<file path="config.mk">
export PLATFORM = sky130hd
export DESIGN_NAME = dhsm_hash
export DESIGN_NICKNAME = d
export VERILOG_FILES = /design/src/hdl/dhsm_pkg.sv /design/src/hdl/dhsm_hash.sv
export SDC_FILE = /design/constraint.sdc
export NUM_CORES = 2
export LEC_CHECK = 0
export CAP_MARGIN = 15
export CORE_MARGIN = 2
export CORE_UTILIZATION = 65
export CTS_BUF_LIST = sky130_fd_sc_hd__clkbuf_4
export CTS_CLUSTER_SIZE = 16
export DETAILED_ROUTE_END_ITERATION = 12
export DONT_BUFFER_PORTS = 1
export MAX_ROUTING_LAYER = met4
export PLACE_DENSITY = 0.85
export SLEW_MARGIN = 20
export SYNTH_ARGS = -nofsm -noshare
export SYNTH_HDL_FRONTEND = slang
export SYNTH_SLANG_ARGS = --single-unit
</file>
<file path="constraint.sdc">
create_clock -name clk_i -period 27.7 [get_ports clk_i]
set_clock_uncertainty 0.15 [all_clocks]
set_input_delay 5.54 -clock clk_i [delete_from_list [all_inputs] [get_ports clk_i]]
set_output_delay 5.54 -clock clk_i [all_outputs]
set_load 0.02 [all_outputs]
</file>
<file path="src/hdl/dhsm_pkg.sv">
// ---------------------------------------------------------------------------
// dhsm_pkg: shared types and constants for the double hash string map
// Slot codes, action and status codes, sequencer states, widths.
// ---------------------------------------------------------------------------
package dhsm_pkg;

  localparam int unsigned TableSlots     = 4096;
  localparam int unsigned MaxStringBytes = 20;
  localparam int unsigned StrBits        = 160;
  localparam int unsigned LenW           = 5;

  localparam logic [31:0] StepSeedA = 32'd31415;
  localparam logic [31:0] StepMulA  = 32'd27183;

  typedef enum logic [1:0] {
    SLOT_EMPTY   = 2'd0,
    SLOT_DELETED = 2'd1,
    SLOT_BUSY    = 2'd2
  } slot_e;

  typedef enum logic [1:0] {
    ACT_INSERT = 2'd0,
    ACT_ERASE  = 2'd1,
    ACT_FIND   = 2'd2,
    ACT_UNUSED = 2'd3
  } action_e;

  typedef enum logic [1:0] {
    ST_DONE    = 2'd0,
    ST_MISSING = 2'd1,
    ST_FULL    = 2'd2
  } status_e;

  typedef enum logic [3:0] {
    S_CLEAR, S_IDLE, S_HASH, S_HMUL, S_HMOD, S_AMOD,
    S_RD, S_CHK, S_WR, S_OUT
  } state_e;

  // hash unit sequencer states
  typedef enum logic [2:0] {
    H_IDLE, H_MUL, H_QUO, H_REM, H_FIX, H_DONE
  } hash_state_e;

  // which value the hash unit is reducing
  typedef enum logic [1:0] {
    RED_H, RED_A, RED_S
  } red_sel_e;

  // hash unit control from the sequencer
  typedef struct packed {
    logic start;
    logic [LenW-1:0] nbytes;
  } hash_ctl_t;

  // clamp a length and zero bytes beyond it
  function automatic logic [StrBits-1:0] mask_str(input logic [StrBits-1:0] s,
                                                  input logic [LenW-1:0] n);
    logic [StrBits-1:0] r;
    r = '0;
    for (int i = 0; i < MaxStringBytes; i++) begin
      if (i < n) r[i*8 +: 8] = s[i*8 +: 8];
    end
    return r;
  endfunction

  function automatic logic [LenW-1:0] clamp_len(input logic [LenW-1:0] n);
    return (n > LenW'(MaxStringBytes)) ? LenW'(MaxStringBytes) : n;
  endfunction

endpackage

</file>
<file path="src/hdl/dhsm_hash.sv">
// ---------------------------------------------------------------------------
// dhsm_hash: serial key hash unit
// One key byte per pass; one shared multiplier serves the step products and
// the remainders, taken by reciprocal multiplication and at most two
// corrective subtracts.
// ---------------------------------------------------------------------------
module dhsm_hash #(
  parameter int unsigned TABLE_SLOTS = dhsm_pkg::TableSlots,
  localparam int unsigned IdxW = $clog2(TABLE_SLOTS)
) (
  input  logic                          clk_i,
  input  logic                          rst_ni,
  input  dhsm_pkg::hash_ctl_t           ctl_i,
  input  logic [dhsm_pkg::StrBits-1:0]  key_i,
  output logic                          done_o,
  output logic [IdxW-1:0]               start_o,
  output logic [IdxW-1:0]               step_o
);

  localparam logic [31:0] Slots  = 32'(TABLE_SLOTS);
  localparam logic [31:0] SlotsM = 32'(TABLE_SLOTS - 1);
  // quotient estimate reciprocals, floor((2^32 - 1) / modulus)
  localparam logic [63:0] RecS64 = 64'hFFFF_FFFF / 64'(TABLE_SLOTS);
  localparam logic [63:0] RecM64 = 64'hFFFF_FFFF / 64'(TABLE_SLOTS - 1);
  localparam logic [31:0] RecS   = RecS64[31:0];
  localparam logic [31:0] RecM   = RecM64[31:0];

  dhsm_pkg::hash_state_e st_q, st_d;
  dhsm_pkg::red_sel_e    sel_q, sel_d;
  logic [4:0]  i_q, i_d;
  logic [31:0] s_q, s_d, h_q, h_d, a_q, a_d, p_q, p_d, q_q, q_d;
  logic [31:0] mul_a, mul_b, modv, recv;
  logic [7:0]  byte_c;
  logic [63:0] prod;
  logic        last_byte;

  // the one shared multiplier
  assign prod      = 64'(mul_a) * 64'(mul_b);
  assign byte_c    = key_i[8*i_q +: 8];
  assign last_byte = (i_q + 5'd1 >= ctl_i.nbytes);

  // modulus and reciprocal for the value under reduction
  always_comb begin
    modv = (sel_q == dhsm_pkg::RED_A) ? SlotsM : Slots;
    recv = (sel_q == dhsm_pkg::RED_A) ? RecM : RecS;
  end

  // multiplier operand select
  always_comb begin
    mul_a = a_q;
    mul_b = dhsm_pkg::StepMulA;
    unique case (st_q)
      dhsm_pkg::H_MUL: begin
        mul_a = a_q;
        mul_b = (sel_q == dhsm_pkg::RED_H) ? h_q : dhsm_pkg::StepMulA;
      end
      dhsm_pkg::H_QUO: begin
        mul_a = p_q;
        mul_b = recv;
      end
      dhsm_pkg::H_REM: begin
        mul_a = q_q;
        mul_b = modv;
      end
      default: ;
    endcase
  end

  // next state
  always_comb begin
    st_d = st_q;
    unique case (st_q)
      dhsm_pkg::H_IDLE: begin
        if (ctl_i.start) st_d = (ctl_i.nbytes == '0) ? dhsm_pkg::H_DONE : dhsm_pkg::H_MUL;
      end
      dhsm_pkg::H_MUL: st_d = dhsm_pkg::H_QUO;
      dhsm_pkg::H_QUO: st_d = dhsm_pkg::H_REM;
      dhsm_pkg::H_REM: st_d = dhsm_pkg::H_FIX;
      dhsm_pkg::H_FIX: begin
        if (p_q < modv) begin
          if (sel_q == dhsm_pkg::RED_H) st_d = dhsm_pkg::H_MUL;
          else if (sel_q == dhsm_pkg::RED_A)
            st_d = last_byte ? dhsm_pkg::H_QUO : dhsm_pkg::H_MUL;
          else st_d = dhsm_pkg::H_DONE;
        end
      end
      dhsm_pkg::H_DONE: st_d = dhsm_pkg::H_IDLE;
      default: st_d = dhsm_pkg::H_IDLE;
    endcase
  end

  // datapath
  always_comb begin
    i_d = i_q; s_d = s_q; h_d = h_q; a_d = a_q; p_d = p_q; q_d = q_q; sel_d = sel_q;
    unique case (st_q)
      dhsm_pkg::H_IDLE: begin
        if (ctl_i.start) begin
          i_d = '0; s_d = '0; h_d = '0; a_d = dhsm_pkg::StepSeedA;
          sel_d = dhsm_pkg::RED_H;
        end
      end
      dhsm_pkg::H_MUL: begin
        if (sel_q == dhsm_pkg::RED_H) begin
          s_d = (s_q << 5) + 32'(byte_c);
          p_d = prod[31:0] + 32'(byte_c);
        end else begin
          p_d = prod[31:0];
        end
      end
      // quotient estimate, low by at most two
      dhsm_pkg::H_QUO: q_d = prod[63:32];
      dhsm_pkg::H_REM: p_d = p_q - prod[31:0];
      dhsm_pkg::H_FIX: begin
        if (p_q >= modv) begin
          p_d = p_q - modv;
        end else begin
          case (sel_q)
            dhsm_pkg::RED_H: begin
              h_d   = p_q;
              sel_d = dhsm_pkg::RED_A;
            end
            dhsm_pkg::RED_A: begin
              a_d = p_q;
              i_d = i_q + 5'd1;
              if (last_byte) begin
                p_d   = s_q;
                sel_d = dhsm_pkg::RED_S;
              end else begin
                sel_d = dhsm_pkg::RED_H;
              end
            end
            default: s_d = p_q;
          endcase
        end
      end
      default: ;
    endcase
  end

  always_ff @(posedge clk_i or negedge rst_ni) begin
    if (!rst_ni) begin
      st_q <= dhsm_pkg::H_IDLE;
    end else begin
      st_q <= st_d;
    end
  end

  always_ff @(posedge clk_i) begin
    i_q <= i_d; s_q <= s_d; h_q <= h_d; a_q <= a_d; p_q <= p_d; q_q <= q_d;
    sel_q <= sel_d;
  end

  assign done_o  = (st_q == dhsm_pkg::H_DONE);
  assign start_o = s_q[IdxW-1:0];
  assign step_o  = h_q[IdxW-1:0];

endmodule

</file>
* After elaboration in Yosys (flattened, before gate mapping) *
Cells that the tools add are included.

storage, ports and cells
  bits in registers = 170
  bits of input ports = 168
  output and inout bits = 25

operators by class
  $add $sub $neg = 5
  multipliers = 1
  order comparisons = 3
  eq/ne operators = 16
  shifts and indexed selects = 1
  multiplexer cells = 38
  reduce and logical (&&, ||, !) cells = 13

operators by type and width
  kind                  count
  $mux W32              14
  $pmux W32 S3          3
  $pmux W32 S2          3
  $shiftx A160 B9 Y8    1
  $add A32 B8 Y32       2
  $mul A32 B32 Y64      1
  $ge A32 B13 Y1        1
  $lt A32 B13 Y1        1
  $sub A32 B13 Y32      1
  $sub A32 B32 Y32      1
  $mux W21              1
  $mux W3               5
  $mux W5               3
  $pmux W3 S5           1
  $ne A2 B2 Y1 const B  7
  $mux W13              1
  $reduce_and A4 Y1     3
  $pmux W5 S2           1
  $ne A3 B3 Y1 const B  3
  $mux W2               4
  $pmux W2 S2           2
  $eq A3 B2 Y1 const B  2
  $eq A3 B3 Y1 const B  2
  $reduce_bool A3 Y1    2
  12 further kinds      12

* Logic depth before layout (Yosys ltp) *
  depth in word-level cells = 7
  depth in mapped cells = 43
  mapped depth without buffers = 39

* Worst setup path before layout *
No wires, ideal clock.

  path type = flip-flop to flip-flop
  start point = register st_q[0]
  end point = register p_q[28], data pin
  setup time = 270 ps
  arrival = 10535 ps
  data required time = 27280 ps
  setup slack = 16745 ps
  cell stages (with the launch flop) = 38
  path buffers = 3
  period minus slack after synthesis = 10955 ps
  path through = dfrtp_1 > clkbuf_1 > clkbuf_1 > nor2_1 > a221o_1 > clkbuf_1 > nand2_1 > fa_1 > inv_1 > fa_1 > inv_1 > fa_1 > fa_1 > inv_1 > ha_1 > ha_1 > fa_1 > inv_1 > [... 2 more ...] > ha_1 > a21oi_1 > and2_1 > a22oi_2 > a31oi_1 > xor2_1 > ha_1 > a21oi_1 > o211ai_1 > a211oi_1 > a211oi_1 > o31ai_1 > a21oi_1 > maj3_1 > o2111a_1 > or3_1 > nand3_1 > o211ai_1

between the ends
  longest elaborated chain between the ends = 6
  elaborated cells between the ends (all ways) = 11

RTL lines
  what                                                 RTL line                          RTL
  start, declared                                      dhsm_hash.sv:28                   dhsm_pkg::hash_state_e st_q, st_d;
  start signal, assigned                               dhsm_hash.sv:142                  st_q <= dhsm_pkg::H_IDLE;
  start signal, assigned                               dhsm_hash.sv:144                  st_q <= st_d;
  $eq A3 B2 Y1, or another cell as far along           dhsm_hash.sv:52, dhsm_hash.sv:95
  $pmux W32 S3 / $pmux W32 S2 (equally long branches)  dhsm_hash.sv:52                   unique case (st_q)
  $mul A32 B32 Y64                                     dhsm_hash.sv:38                   assign prod = 64'(mul_a) * 64'(mul_b);
  $add A32 B8 Y32                                      dhsm_hash.sv:105                  p_d = prod[31:0] + 32'(byte_c);
  $mux W32                                             dhsm_hash.sv:103                  if (sel_q == dhsm_pkg::RED_H) begin
  $pmux W32 S3 *                                       dhsm_hash.sv:95                   unique case (st_q)
  via p_d[28]                                          dhsm_hash.sv:31                   logic [31:0] s_q, s_d, h_q, h_d, a_q, a_d, p_q, p_d, q_q, q_d;
  end signal, assigned                                 dhsm_hash.sv:149                  i_q <= i_d; s_q <= s_d; h_q <= h_d; a_q <= a_d; p_q <= p_d; q_q <= q_d;
  end, declared                                        dhsm_hash.sv:31

The timed path passes the listed nets; every way through them passes the cells marked *.
A chain may end at the register's enable or synchronous reset.

* Worst setup path after layout *
  start point = register st_q[2]
  end point = register p_q[28], data pin

Same word-level chain as after synthesis.

==> impl_metrics.ini <==
[outcome]
outcome = completed

[timing]
setup_tns_ns = 0
rsz0062_at_grt = false
fmax_mhz = 77.3
slew_viol_final = 0
min_period_over_period_pct = 46.7
worstMarginPinSlew_ns = 1.29
fin_crit_ns = 12.93
relSlewSlack_pct = 13.3
setup_violations = 0
finalHoldViolCount = 0

[synth]
yosysWarnings = 0
async_reset_ff_share_pct = 1.76
ys_ff_latch = 170
synth.avg_cell_area_um2 = 8.96
yosys-top-cells-area = fa_1 39%, edfxtp_1 11%, ha_1 8.7%
synth_fp_nets = 6517
netlist_area_um2 = 45900
synthCells = 5129
synth_top_cell_area_share_pct = 39.2
synth_edf_count = 167
synthFlopType = edfxtp_1
ys_types = 100
yosysSeqAreaShare_pct = 11.1
synth_top_area_cell = fa_1

[routing]
wire_per_inst_um = 25.4
vias = 38265
vias_per_cell = 6.46
dr.pass1.iters = 7
drt_iter0_drc = 4117
drc = 0
ant_nets = 0
drt-total-wl_mm = 150

[worst_setup_path]
path_class = reg -> reg
crit_start = st_q[2]
arrival_ns = 13.18
end_kind = register
crit_slowest_cell = a21oi_1
startpoint_type = register
crit_top_cell = fa_1
r2r-start = st_q[2]
crit_required_ns = 27.95
path_max_fanout = 72
max_stage_delay_ns = 0.95

[final_layout]
nets = 6334
area_growth_pct = 2.76
fin_cells = 5924
drive_above_1_share_pct = 5.53
fin_util_pct = 67.4

[die]
core_um2 = 70000
fp.dieH_um = 270
design.portCount = 193
die_x_um = 270
row_count = 97
initial_core_util_pct = 65.6
dieArea_um2 = 72800

[grt]
antenna_found_initial = 23
grt-ovfl-total = 0
grt_use_total_pct = 43.3
grt_max_degree = 73
first_global_vias = 39956
grt_pass1_wl_mm = 230

[cts]
cts_resized = 0
hold_buffers = 0
cts_tree = yes
clk_pin_slew_worst_paths_ns = 0.18
clock_path_buffers = 2
clock_latency_ns = 0.63
cts-root-buf = clkbuf_4
clock_sinks = 170
htreeDepth = 4
cts_inserted_buffers = 17
post-cts-setup-buffers = 0

[placed_design]
gp_congestion = 1.08
io_buffers = 0
dpl.hpwl_mm = 119
dp_cells = 5865

[worst_hold_path]
hp-start = s_q[27]
hold_path.class = reg -> reg

[run]
drv_cap = 0
==> path summary, 6_finish.rpt <==
path	end	slack, ns	cells after the start
max	p_q[28]	14.77	37
min reg2reg	p_q[27]	0.49	2
max in group asynchronous	st_q[2]	22.87	0
max reg2reg	p_q[28]	14.77	37
min in group asynchronous	st_q[0]	4.46	0
min	p_q[27]	0.49	2
==> cells in the final DEF, fill, tap and decap left out, types with 16 or more instances in the layout <==
master    Yosys  routed
nand2b_1     32      31
a211oi_1     17      16
fa_1        900     900
and3_1       73      73
nand3_1      47      47
o21ai_2       0      16
clkbuf_4      0      17
mux4_2       48      48
o21ai_0     102      94
nand2_1     812     812
diode_2       0      25
nor2b_1      19      19
or2_2        18      18
o21a_1       46      44
and2_1       20      20
inv_1       969     969
xnor2_1      96      96
ha_1        320     320
o211ai_1     23      23
mux2i_1      42      42
a21o_1      106     105
edfxtp_1    167     167
buf_4        25      93
xor2_1       52      52
nor3_1       40      39
nor2_1      481     474
a21oi_1     123     117
nand4_1      24      24
==> critical path, delay by kind of cell, from the launching register on <==
kind                       cells  cell delay [ns]
AOI/OAI and AO/OA             13             3.99
xor gates and xnor gates       1             0.60
adders and majority gates     11             4.67
buffers and inverters          6             1.40
DFF                            1             0.38
and+or+nand+nor                6             1.52
==> per-stage QoR <==
stage	hold slack, ns	area [um^2]	setup slack, ns
finish	0.491	47200	14.77
CTS	0.494	47100	14.87
global route	0.549	47200	14.13
floorplan	0.392	45900	16.75
detailed placement	0.463	46800	14.89
global placement	0.461	46800	15.20
==> flip-flops by register name, summed over array words and instances, names as in the netlist <==
register,flops
i_q,5
a_q,32
sel_q,2
st_q,3
p_q,32
q_q,32
s_q,32
h_q,32
==> layer usage <==
metal / part of all wire [%] / wire length [um] / vias to the layer above / GRT usage, %
li1: - / - / 15687 / -
met1: 33 / 49400 / 18758 / 49.8
met2: 44 / 66300 / 2973 / 64.7
met3: 14 / 21200 / 847 / 13.8
met4: 9.1 / 13700 / 0 / 29.9
met5: 0 / 0 / - / -
==> Yosys cell counts, types with 26 or more instances <==
library cell,n
inv_1,969
mux4_2,48
a21oi_1,123
o21ai_0,102
edfxtp_1,167
clkbuf_1,248
ha_1,320
nor2_1,481
nand3_1,47
o21ai_1,26
fa_1,900
nor3_1,40
mux2i_1,42
nand2b_1,32
nand2_1,812
xnor2_1,96
xor2_1,52
o21a_1,46
and3_1,73
a21o_1,106
==> logic make-up after synthesis <==
| group | count (synthesis) | synth area share [%] |
|---|---|---|
| AOI/OAI and AO/OA | 595 | 8.73 |
| and+or+nand+nor | 1633 | 15.3 |
| buffers and inverters | 1266 | 10.6 |
| adders and majority gates | 1222 | 48.0 |
| xor gates and xnor gates | 151 | 2.95 |
| muxes | 92 | 3.32 |
| DFF | 170 | 11.1 |
==> area by class of cell <==
cell class | count | area [um^2]
multi-input combinational | 3693 | 36200
sequential | 170 | 5090
tap | 940 | 1180
clock inverter | 15 | 191
clock buffer | 17 | 128
inverter | 969 | 3640
fill | 5413 | 22800
antenna | 25 | 62.6
timing repair buffer | 95 | 741
Power is not shown: default switching activity piles up to over one toggle a cycle in this logic, so the estimate is an artifact.
